==> src/rtl/fvn_pkg.sv <==
`timescale 1ns / 1ps
// ----------------------------------------------------------------------------
// fvn_pkg: shared types and constants for the fractal value noise block
// Holds the sequencer states, the register indexes and the lattice constants.
// ----------------------------------------------------------------------------
package fvn_pkg;

    localparam int MAX_OCTAVES = 16;

    localparam logic [1:0] REG_OCTAVES  = 2'd0;
    localparam logic [1:0] REG_AMP      = 2'd1;
    localparam logic [1:0] REG_SCALE    = 2'd2;
    localparam logic [1:0] REG_PERSIST  = 2'd3;

    localparam logic [31:0] ONE_Q       = 32'h0001_0000;
    localparam logic [31:0] LAT_DIV     = 32'd3354521;
    localparam logic [31:0] HASH_MUL    = 32'h0000_4bd9;
    localparam logic [31:0] HASH_ADD0   = 32'h0002_e59b;
    localparam logic [31:0] HASH_ADD1   = 32'h004b_cb4b;
    localparam logic [31:0] HASH_MASK   = 32'h004b_746f;

    // Sequencer states.
    typedef enum logic [4:0] {
        ST_IDLE,
        ST_PX,
        ST_PY,
        ST_CELL,
        ST_EX1,
        ST_EX2,
        ST_EY1,
        ST_EY2,
        ST_LAT_SEED,
        ST_LAT_H1,
        ST_LAT_H2,
        ST_LAT_H3,
        ST_LAT_DIV,
        ST_LAT_ACC,
        ST_CORNER,
        ST_LERP_T,
        ST_LERP_B,
        ST_LERP_V,
        ST_ACC1,
        ST_ACC2,
        ST_ACC3,
        ST_ADV1,
        ST_ADV2,
        ST_DONE
    } state_t;

    // Signed 33x33 multiplier request to the shared unit.
    typedef struct packed {
        logic signed [32:0] a;
        logic signed [32:0] b;
    } mul_req_t;

endpackage

==> src/rtl/fvn_mul.sv <==
`timescale 1ns / 1ps
// ----------------------------------------------------------------------------
// fvn_mul: shared registered multiplier
// One signed 33x33 product per cycle, registered at the output.
// ----------------------------------------------------------------------------
module fvn_mul
(
    input  logic                clk,
    input  fvn_pkg::mul_req_t   req,
    output logic signed [65:0]  prod
);

    logic signed [65:0] prod_reg;

    always_ff @(posedge clk)
    begin
        prod_reg <= req.a * req.b;
    end

    assign prod = prod_reg;

endmodule

==> config.mk <==
export PLATFORM = sky130hd
export DESIGN_NAME = fvn_mul
export DESIGN_NICKNAME = d
export VERILOG_FILES = /design/src/rtl/fvn_pkg.sv /design/src/rtl/fvn_mul.sv
export SDC_FILE = /design/constraint.sdc
export NUM_CORES = 2
export LEC_CHECK = 0
export ABC_AREA = 0
export BUFFER_PORTS_ARGS = -buffer_cell sky130_fd_sc_hd__buf_2
export CAP_MARGIN = 30
export CORE_MARGIN = 2
export CORE_UTILIZATION = 45
export CTS_CLUSTER_DIAMETER = 120
export CTS_CLUSTER_SIZE = 8
export DETAILED_ROUTE_END_ITERATION = 10
export GPL_TIMING_DRIVEN = 0
export SLEW_MARGIN = 15
export SYNTH_ARGS = -nofsm -noshare
export SYNTH_HDL_FRONTEND = slang
export SYNTH_SLANG_ARGS = --single-unit
==> constraint.sdc <==
create_clock -name clk -period 17.7 [get_ports clk]
set_input_delay 3.54 -clock clk [delete_from_list [all_inputs] [get_ports clk]]
set_output_delay 3.54 -clock clk [all_outputs]
set_load 0.02 [all_outputs]
# Word-level counts from Yosys, hierarchy flattened
# Index checks and enable logic that the tools add are counted.
# totals
output_inout_bits	66
regBits	66
wordCells	2
input_bits	67
# op_classes
multipliers	1
# op_table
op	n
$mul 33x33->66	1

# Logic depth before layout (Yosys ltp)
# depth
ltp_word	1
mapped_depth	27
depth_no_buf	26

# Worst setup path after synthesis
# Ideal clock, no wire load.
# synth_timing
kind	input port to flip-flop
from	input port req[65] in the netlist's numbering
to	register prod_reg[62] (netlist: prod[62])
path_slack_ns	6.924
arrival_ns	10.697
n_path_buf	2
setup_ns	0.079
required_ns	17.621
path_stages	23
path_cell_list	clkbuf_1 -> nand2_1 -> inv_1 -> fa_1 -> fa_1 -> fa_1 -> fa_1 -> fa_1 -> fa_1 -> fa_1 -> inv_1 -> fa_1 -> inv_1 -> ha_1 -> clkbuf_1 -> and3_1 -> nand3_1 -> nand2b_1 -> a2111oi_4 -> a211oi_4 -> a21o_2 -> a21o_1 -> a211oi_2
# synth_between
elab_chain_len	1
# synth_lines
item	line_no	rtl
from (decl)	fvn_mul.sv:9	input fvn_pkg::mul_req_t req,
$mul 33x33->66	fvn_mul.sv:17	prod_reg <= req.a * req.b;
to (signal assigned)	fvn_mul.sv:17	
to (decl)	fvn_mul.sv:13	logic signed [65:0] prod_reg;
# No other way between the ends.

# Worst setup path after layout
# layout_timing
from	input port req[65] in the netlist's numbering
to	register prod_reg[64] (netlist: prod[64])
# Same word-level chain as after synthesis.

==> flow_summary_export.csv <==
group,metric,value,unit
detailed_routing,vias_per_cell,5.417,
timing,maxSlewViolCount,0,
synthesis,ys.flop_type,"dfxtp_1",
timing,slew_headroom,21.16,%
global_routing,grt-ovfl-total,0,
global_routing,antenna_found_initial,20,
synthesis,synthCells,4338,
worst_setup_path,critPathMaxStageDelay,0.86,ns
synthesis,syn_avg_cell_area,9.390,um^2
synthesis,synth.distinct_cells,80,
synthesis,synth_commonest_cells,"1145 x fa_1, 1131 x inv_1, 562 x and2_1",
worst_setup_path,required,18.01,ns
synthesis,synth_edf_count,0,
timing,worst_pin_slew,1.183,ns
clocking,ctsRootBufferMaster,"clkbuf_16",
clocking,path_clk_slew,0.07,ns
timing,fin_crit_sh,69.83,%
clocking,numCtsBuffers,9,
worst_setup_path,crit_slowest_cell,"nor3_1",
clocking,postCtsHoldBufs,0,
worst_setup_path,criticalPathCategory,"input pin to flop",
timing,fin_tns_setup,0,ns
floorplanning,dieArea,92940,um^2
floorplanning,core_area,89870,um^2
timing,rsz0062_at_grt,"false",
floorplanning,pin_count,133,
synthesis,yosys.area.top_type_share,56.27,%
worst_setup_path,cp-end-kind,"flop",
floorplanning,die_height,304.9,um
outcome,outcome,"completed",
synthesis,synth.largest_area_cell,"fa_1",
timing,period_minus_slack,12.36,ns
clocking,cts-resized-gates,0,
global_routing,grt_pass1_vias,32920,
detailed_routing,wl_per_cell,25.97,um
placed_design,port_buffers,132,
min_path,holdCritStartpoint,"req[33]",
layout,layout.nets,5939,
clocking,cts_sinks,66,
clocking,cts_tree,"done",
worst_setup_path,cpMostUsedCell,"fa_1",
synthesis,syn-cell-area,40730,um^2
worst_setup_path,worstSetupStartpointType,"input pin",
detailed_routing,drt_iter0_markers,2869,
clocking,cts.path.max_buffers,2,
layout,area_growth,6.911,%
worst_setup_path,critPathArrivalTime,12.67,ns
synthesis,yosysSeqAreaShare,3.244,%
timing,setup_viol,0,
placed_design,place_congestion,1.070,
floorplanning,rows,110,
detailed_routing,vias,30880,
synthesis,ys_ff_latch,66,
detailed_routing,route.detailed.drc,0,
detailed_routing,ant_nets,0,
synthesis,syn_nets,5767,
layout,drive_gt1_share,5.028,%
floorplanning,start_util,45.32,%
global_routing,gr-usage-all-layers,33.09,%
clocking,htreeDepth,3,
placed_design,dp_hpwl,127000,um
timing,hold_viol,0,
min_path,holdPathEnd,"prod[0]$_DFF_P_",
floorplanning,die_w,304.9,um
detailed_routing,wirelength,148000,um
synthesis,ys_warn_count,0,
flow_run,cap_viol_max_count,0,
global_routing,grt_max_degree,27,
min_path,hold_class,"input pin to flop",
synthesis,synth.most_common_cell,"fa_1",
layout,largest_register_ffs,66,
clocking,cts_setup_buffers,0,
timing,fmax,80.91,MHz
synthesis,netlist_top_cells_area,"fa_1 56%, inv_1 10%, and2_1 8.6%",
synthesis,async_flop_share,0,%
detailed_routing,drt_pass1_iterations,5,
worst_setup_path,path_max_fanout,10,
global_routing,grt_pass1_wl,219000,um
worst_setup_path,cp_cell_sequence,"buf_2 > clkbuf_1 > and2_1 > fa_1 > fa_1 > fa_2 > inv_1 > fa_1 > inv_1 > fa_1 > fa_1 > fa_1 > inv_1 > fa_1 > inv_1 > ha_1 > clkbuf_1 > nand4_1 > nor3_1 > o311ai_4 > nand3_2 > a211oi_1 > a311oi_1",
min_path,holdPathStages,2,
[cells in the final DEF (no fill, tap or decap), types with 4 or more instances in the layout]
| master | count |
|---|---|
| xnor2_1 | 43 |
| clkbuf_1 | 209 |
| a31oi_1 | 8 |
| nand2b_1 | 12 |
| o21bai_1 | 11 |
| clkbuf_16 | 9 |
| o21ai_1 | 6 |
| buf_6 | 13 |
| a211o_1 | 6 |
| nor3_1 | 7 |
| fa_1 | 1143 |
| ha_1 | 217 |
| nand2_1 | 551 |
| and4_1 | 5 |
| xor2_1 | 25 |
| buf_2 | 143 |
| a21o_1 | 36 |
| and2_1 | 562 |
| buf_8 | 16 |
| nor2b_1 | 5 |
| o211ai_1 | 4 |
| o21a_1 | 6 |
| nand4_1 | 11 |
| nor2_1 | 68 |
| diode_2 | 9 |
| a211oi_1 | 7 |
| nand3_1 | 25 |
| a21oi_1 | 57 |
| and3_1 | 5 |
| o21ai_0 | 25 |
| dfxtp_1 | 66 |
| inv_1 | 1131 |
[through the flow]
stage          instances  hold WS [ns]  setup slack [ns]  util, %  area, um^2
5_1_grt             5693         3.547             4.950    48.44       43530
4_1_cts             5680         3.535             5.377    48.27       43380
2_1_floorplan       4338         3.667             6.924        -       40730
3_5_place_dp        5664         3.954             5.010    47.96       43110
3_3_place_gp        5646         3.955             4.047    47.70       42870
6_report            5700         3.579             5.340    48.46       43550
[final cells by class]
type,count,area (um^2)
fillers,8708,46320
multi-input cells,2920,34320
inverters,1131,4245
well taps,1176,1471
flip-flops and latches,66,1321
repair buffers,161,1044
plain buffers,221,850.8
clock buffers,11,242.7
clock inverters,5,30.03
diodes,9,22.52
[how the worst max path moves through the flow]
stage / cells after the start / start / end / slack (ns)
finish: 23 / req[65] / prod[64]$_DFF_P_ / 5.34
global route: 24 / req[65] / prod[64]$_DFF_P_ / 4.95
CTS: 23 / req[65] / prod[64]$_DFF_P_ / 5.38
detailed placement: 23 / req[65] / prod[64]$_DFF_P_ / 5.01
global placement: 22 / req[65] / prod[64]$_DFF_P_ / 4.05
floorplan: 23 / req[65] / prod[62]$_DFF_P_ / 6.92
[worst max-delay path: cells and delay by family]
kind                     cells  cell delay [ns]
adder cells (fa/ha/maj)      9             4.82
buffers and inverters        7             1.74
AND/OR/NAND/NOR              4             1.73
AO/OA/AOI/OAI                3             0.80
[cells by family (layout without fill, tap and decap cells)]
group	after synthesis	in the layout	share of synthesized area, %
adder cells (fa/ha/maj)	1362	1362	62.94
buffers and inverters	1352	1529	12.51
AND/OR/NAND/NOR	1271	1271	15.78
AO/OA/AOI/OAI	219	219	4.067
XOR/XNOR	68	68	1.462
flip-flops	66	66	3.244
other	0	9	0
[metal layers]
metal	routed length, um	global-route usage, %	vias to the layer above
li1	-	-	12700
met1	56700	43.11	16150
met2	66430	50.94	1597
met3	14360	7.844	431
met4	10490	18.52	6
met5	34	0	-
Power is left out: the tool's default activity adds up to more than one toggle a clock period on the data nets, which glitch-free logic cannot reach.
