$ cat src/rtl/fvn_pkg.sv
`timescale 1ns / 1ps
// ----------------------------------------------------------------------------
// fvn_pkg: shared types and constants for the fractal value noise block
// Holds the sequencer states, the register indexes and the lattice constants.
// ----------------------------------------------------------------------------
package fvn_pkg;

    localparam int MAX_OCTAVES = 16;

    localparam logic [1:0] REG_OCTAVES  = 2'd0;
    localparam logic [1:0] REG_AMP      = 2'd1;
    localparam logic [1:0] REG_SCALE    = 2'd2;
    localparam logic [1:0] REG_PERSIST  = 2'd3;

    localparam logic [31:0] ONE_Q       = 32'h0001_0000;
    localparam logic [31:0] LAT_DIV     = 32'd3354521;
    localparam logic [31:0] HASH_MUL    = 32'h0000_4bd9;
    localparam logic [31:0] HASH_ADD0   = 32'h0002_e59b;
    localparam logic [31:0] HASH_ADD1   = 32'h004b_cb4b;
    localparam logic [31:0] HASH_MASK   = 32'h004b_746f;

    // Sequencer states.
    typedef enum logic [4:0] {
        ST_IDLE,
        ST_PX,
        ST_PY,
        ST_CELL,
        ST_EX1,
        ST_EX2,
        ST_EY1,
        ST_EY2,
        ST_LAT_SEED,
        ST_LAT_H1,
        ST_LAT_H2,
        ST_LAT_H3,
        ST_LAT_DIV,
        ST_LAT_ACC,
        ST_CORNER,
        ST_LERP_T,
        ST_LERP_B,
        ST_LERP_V,
        ST_ACC1,
        ST_ACC2,
        ST_ACC3,
        ST_ADV1,
        ST_ADV2,
        ST_DONE
    } state_t;

    // Signed 33x33 multiplier request to the shared unit.
    typedef struct packed {
        logic signed [32:0] a;
        logic signed [32:0] b;
    } mul_req_t;

endpackage

$ cat src/rtl/fvn_div.sv
`timescale 1ns / 1ps
// ----------------------------------------------------------------------------
// fvn_div: reciprocal divider for the lattice value
// Rounds num * 2^16 over the lattice constant via a registered estimate.
// ----------------------------------------------------------------------------
module fvn_div
(
    input  logic        clk,
    input  logic        rst_n,
    input  logic        go,
    input  logic [22:0] num,
    output logic        done,
    output logic [22:0] quot
);

    // The reciprocal product lands at most two below the rounded quotient, and
    // the remainder left over from it picks the final value.
    localparam logic [26:0] RECIP  = 27'((64'd1 << 48) / 64'(fvn_pkg::LAT_DIV));
    localparam logic [39:0] DIV_W  = 40'(fvn_pkg::LAT_DIV);
    localparam logic [39:0] DIV2_W = DIV_W + DIV_W;
    localparam logic [39:0] HALF_W = 40'(fvn_pkg::LAT_DIV >> 1);

    logic        v1_reg, v2_reg, v3_reg;
    logic [22:0] m1_reg, m2_reg;
    logic [49:0] est_reg;
    logic [17:0] qe_reg;
    logic [39:0] rem_reg;
    logic [17:0] qe;
    logic [39:0] rem_next;
    logic [17:0] quot_fix;

    always_comb
    begin
        qe       = est_reg[49:32];
        rem_next = ({1'b0, m2_reg, 16'd0} + HALF_W) - ({22'd0, qe} * DIV_W);
        if (rem_reg >= DIV2_W)
        begin
            quot_fix = qe_reg + 18'd2;
        end
        else if (rem_reg >= DIV_W)
        begin
            quot_fix = qe_reg + 18'd1;
        end
        else
        begin
            quot_fix = qe_reg;
        end
    end

    always_ff @(posedge clk or negedge rst_n)
    begin
        if (!rst_n)
        begin
            v1_reg <= 1'b0;
            v2_reg <= 1'b0;
            v3_reg <= 1'b0;
        end
        else
        begin
            v1_reg <= go;
            v2_reg <= v1_reg;
            v3_reg <= v2_reg;
        end
    end

    always_ff @(posedge clk)
    begin
        m1_reg  <= num;
        est_reg <= {27'd0, m1_reg} * {23'd0, RECIP};
        m2_reg  <= m1_reg;
        qe_reg  <= qe;
        rem_reg <= rem_next;
    end

    assign done = v3_reg;
    assign quot = {5'd0, quot_fix};

endmodule

$ cat config.mk
export PLATFORM = sky130hd
export DESIGN_NAME = fvn_div
export DESIGN_NICKNAME = d
export VERILOG_FILES = /design/src/rtl/fvn_pkg.sv /design/src/rtl/fvn_div.sv
export SDC_FILE = /design/constraint.sdc
export NUM_CORES = 1
export LEC_CHECK = 0
export BUFFER_PORTS_ARGS = -buffer_cell sky130_fd_sc_hd__buf_4
export CAP_MARGIN = 20
export CORE_MARGIN = 5
export CORE_UTILIZATION = 40
export CTS_CLUSTER_SIZE = 16
export DETAILED_ROUTE_END_ITERATION = 16
export GPL_ROUTABILITY_DRIVEN = 0
export SKIP_CTS_REPAIR_TIMING = 1
export SLEW_MARGIN = 25
export SYNTH_ARGS = -nofsm -noshare
export SYNTH_HDL_FRONTEND = slang
export SYNTH_SLANG_ARGS = --single-unit
$ cat constraint.sdc
create_clock -name clk -period 8.4 [get_ports clk]
set_input_delay 0.84 -clock clk [delete_from_list [all_inputs] [get_ports clk]]
set_output_delay 0.84 -clock clk [all_outputs]
set_load 0.005 [all_outputs]
## Word-level counts from Yosys, hierarchy flattened

Cells that the tools add are included.

| storage, ports and cells | value |
|---|---|
| register bits | 157 |
| bits of input ports | 26 |
| output and inout bits | 24 |

| cells by class | value |
|---|---|
| add/subtract/negate cells | 4 |
| mux-type cells | 2 |
| $mul | 2 |
| order comparisons | 2 |

Operator list:

| cell | number |
|---|---|
| 23-bit by 27-bit multiplier with 50-bit output (second input constant) | 1 |
| 39-bit by 21-bit adder with 40-bit output (second input constant) | 1 |
| 40-bit by 22-bit >= comparator with 1-bit output (second input constant) | 1 |
| 40-bit by 23-bit >= comparator with 1-bit output (second input constant) | 1 |
| 18-bit by 22-bit multiplier with 40-bit output (second input constant) | 1 |
| 40-bit subtractor | 1 |
| 18-bit two-way mux | 2 |
| 18-bit by 1-bit adder with 18-bit output (second input constant) | 1 |
| 18-bit by 2-bit adder with 18-bit output (second input constant) | 1 |

## Logic depth before layout (Yosys ltp)

| logic depth | value |
|---|---|
| depth after elaboration | 3 |
| depth in mapped cells | 25 |

## Worst setup path before layout

Ideal clock, no wire load.

| timing path | value |
|---|---|
| kind | flip-flop to flip-flop |
| start | register est_reg[38] |
| end | register rem_reg[39] |
| data arrival time | 6.023 ns |
| data required time | 8.277 ns |
| clock period less this slack | 6.146 ns |
| cell stages (with the launch flop) | 24 |
| setup slack | 2.254 ns |
| path through | dfxtp_1 -> inv_1 -> fa_1 -> inv_1 -> fa_1 -> inv_1 -> fa_1 -> fa_1 -> fa_1 -> inv_1 -> fa_1 -> inv_1 -> ha_1 -> ha_1 -> a21o_1 -> a211oi_1 -> o211ai_1 -> a21o_1 -> nand2_1 -> o31ai_1 -> a211oi_1 -> nor3b_1 -> nor3_1 -> xnor2_1 |

| between the ends | value |
|---|---|
| word-level cells in the longest chain between the ends | 2 |

Ends and longest elaborated chain:

| element | RTL line | RTL |
|---|---|---|
| start: declaration | fvn_div.sv:25 | `logic [49:0] est_reg;` |
| start signal: assignment | fvn_div.sv:69 | `est_reg <= {27'd0, m1_reg} * {23'd0, RECIP};` |
| 18-bit by 22-bit multiplier with 40-bit output | fvn_div.sv:35 | `rem_next = ({1'b0, m2_reg, 16'd0} + HALF_W) - ({22'd0, qe} * DIV_W);` |
| 40-bit subtractor | fvn_div.sv:35 |  |
| via rem_next[39] | fvn_div.sv:29 | `logic [39:0] rem_next;` |
| end signal: assignment | fvn_div.sv:72 | `rem_reg <= rem_next;` |
| end: declaration | fvn_div.sv:27 | `logic [39:0] rem_reg;` |

The timed path passes the listed nets, and every way through them passes these cells.

## Final worst setup path

| timing path | value |
|---|---|
| start | register est_reg[36] |
| end | register rem_reg[38] |

The elaborated chain is that of the path after synthesis.

==> impl_metrics.py <==
metrics = {
    "outcome": {
        "status": "complete, no violations",
    },
    "critical_path": {
        "critPathLaunch": "est_reg[36]",
        "cp.required_ns": 8.77,
        "r2r_end": "rem_reg[38]",
        "reg2reg_depth": 23,
        "critPathCaptureType": "flop",
        "critPathMaxFanout": 8,
        "crit_arrival_ns": 7.47,
        "worstSetupStartpointType": "flop",
        "rr_startpoint": "est_reg[36]",
        "ff2ff_setup_slack_ns": 1.29,
        "worst-setup-path-type": "flop to flop",
    },
    "final_layout": {
        "area_growth_pct": 9.34,
        "drive_above_1_share_pct": 5.11,
        "nets": 2631,
        "largest_reg_flops": 40,
        "regArea_mm2": 0.00250,
        "multi_input_area_mm2": 0.0140,
        "fillers": 4449,
        "final_area_mm2": 0.0203,
        "fin_util_pct": 43.9,
    },
    "timing": {
        "min_period_ns": 7.11,
        "tns_ns": 0,
        "fmax_mhz": 141,
        "slew_violations": 0,
        "setup_viol": 0,
        "finalHoldViolCount": 0,
        "rsz0062_at_grt": "no",
        "clock_skew_ns": 0.0201,
        "tightestPinTransition_ns": 0.968,
        "relSlewSlack_pct": 35.2,
        "period_share_pct": 84.6,
    },
    "clocking": {
        "cts_buffers": 17,
        "clk_latency_ns": 0.48,
        "htree_num_levels": 4,
        "clk_path_buf_depth": 2,
        "cts_tree": "built",
        "clk_pin_slew_ns": 0.06,
        "cts_sinks": 124,
        "root_buffer": "clkbuf_16",
    },
    "floorplan": {
        "die_w_um": 225,
        "dieArea_mm2": 0.0508,
        "start_util_pct": 40.1,
        "ios": 50,
        "die_y_um": 225,
        "coreArea_mm2": 0.0463,
        "rows": 79,
    },
    "logic_synthesis": {
        "synth-seq-cells": 124,
        "yosys_most_used_dff": "dfxtp_1",
        "synth_enable_flop_cells": 0,
        "async_reset_ff_share_pct": 2.42,
        "ys_seq_area_share_pct": 13.5,
        "synthCells": 1803,
        "synth.avg_cell_area_um2": 10.3,
        "ys_types": 63,
        "ys_warn_count": 0,
        "synth_area_mm2": 0.0186,
    },
    "place": {
        "port_buffers": 44,
        "dp_hpwl_mm": 39.1,
        "dpl-instance-area_mm2": 0.0196,
    },
    "detailed_routing": {
        "drt-wirelength-per-cell_um": 17.6,
        "dr.pass1.iters": 5,
        "first_iter_violations": 505,
        "drcViolationCount": 0,
        "ant_nets": 0,
        "avgViaCountPerCell": 4.80,
        "vias": 11945,
        "wl_mm": 43.8,
    },
    "job": {
        "cap_violations": 0,
    },
    "grt": {
        "use_met2_pct": 31.9,
        "antenna_found_initial": 0,
        "grt_max_degree": 17,
        "grt_pass1_vias": 12985,
        "overflow": 0,
        "grt_util_met3_pct": 3.62,
        "grt-busiest-layer": "met2",
        "met1_usage_pct": 22.0,
        "globalRouteTotalUtil_pct": 18.2,
        "grt_pass1_wl_mm": 70.0,
    },
    "hold_path": {
        "hold_class": "input pin to asynchronous set/reset pin",
    },
}
==> worst max-delay path, stage by stage, from the launching register on <==
cell      delay [ns]
dfxtp_1         0.72
inv_1           0.30
fa_1            0.58
inv_1           0.05
fa_1            0.46
fa_1            0.42
inv_1           0.10
fa_1            0.39
inv_1           0.09
fa_1            0.44
fa_1            0.56
inv_1           0.06
fa_1            0.46
ha_1            0.41
nand3_1         0.16
nor2_1          0.15
nand3_1         0.13
nor4_1          0.55
o21a_1          0.24
o21ai_1         0.14
o211ai_1        0.22
a31o_1          0.17
a21oi_1         0.07
xnor2_1         0.13
==> routing by layer <==
| layer | wire [um] | vias up |
|---|---|---|
| met3 | 1510 | 74 |
| met2 | 22500 | 185 |
| li1 | - | 5747 |
| met5 | 0 | - |
| met1 | 18100 | 5939 |
| met4 | 1660 | 0 |
==> worst max path at each step <==
stage | to | slack [ns] | depth (start not counted)
floorplan | rem_reg[39] | 2.25 | 23
global placement | rem_reg[38] | 1.45 | 23
detailed placement | rem_reg[38] | 1.31 | 23
CTS | rem_reg[38] | 1.30 | 23
global route | rem_reg[38] | 0.96 | 23
finish | rem_reg[38] | 1.29 | 23
==> stage by stage <==
stage	hold WS (ns)	setup slack, ns	instances
2_1_floorplan	0.331	2.25	1807
3_3_place_gp	0.335	1.45	2453
3_5_place_dp	0.340	1.31	2453
4_1_cts	0.104	1.30	2485
5_1_grt	0.120	0.956	2485
6_report	0.142	1.29	2486
==> cell usage after synthesis, types with 6 or more instances <==
library cell / count / area, um^2
a21o_1: 25 / 188
a21oi_1: 41 / 205
and3_1: 6 / 37.5
dfxtp_1: 121 / 2420
fa_1: 289 / 5790
ha_1: 451 / 5640
inv_1: 540 / 2030
nand2_1: 37 / 139
nand3_1: 18 / 90.1
nand4_1: 15 / 93.8
nor2_1: 36 / 135
nor3_1: 7 / 35.0
nor4_1: 6 / 37.5
o211ai_1: 7 / 52.6
o21a_1: 10 / 75.1
o21ai_0: 12 / 60.1
o21ai_1: 14 / 70.1
xnor2_1: 53 / 464
xor2_1: 21 / 184
==> layout by cell type, fill, tap and decap left out, types with 10 or more instances in the layout <==
master     netlist  routed
nand4_1         15      15
clkbuf_16        0      17
ha_1           451     451
xnor2_1         53      53
nor2_1          36      36
a21oi_1         41      41
a21o_1          25      25
buf_4            5      46
o21ai_0         12      12
dfxtp_1        121     121
xor2_1          21      21
nand3_1         18      18
o21a_1          10      10
o21ai_1         14      14
fa_1           289     289
nand2_1         37      37
inv_1          540     540
==> logic make-up (layout without fill, tap and decap cells) <==
group / after synthesis / in the layout / synth area share [%]
buf+inv: 548 / 619 / 11.2
compound gates: 157 / 157 / 5.77
other cells: 1 / 6 / 0.0202
flops: 124 / 124 / 13.5
xor+xnor: 74 / 74 / 3.49
mux: 1 / 1 / 0.0808
fa+ha+maj: 740 / 740 / 61.6
simple gates: 158 / 158 / 4.45
==> final cells by class <==
class                           instances  share of cell area (%)
Clock buffer                           18                    2.16
Inverter                              541                    10.0
Clock inverter                         14                    1.07
Antenna cell                            1                  0.0123
Multi-Input combinational cell       1135                    69.0
Tap cell                              607                    3.74
Timing Repair Buffer                   46                    1.70
Sequential cell                       124                    12.3
Power is left out: the tool's default activity adds up to more than one toggle a clock period on the data nets, which glitch-free logic cannot reach.
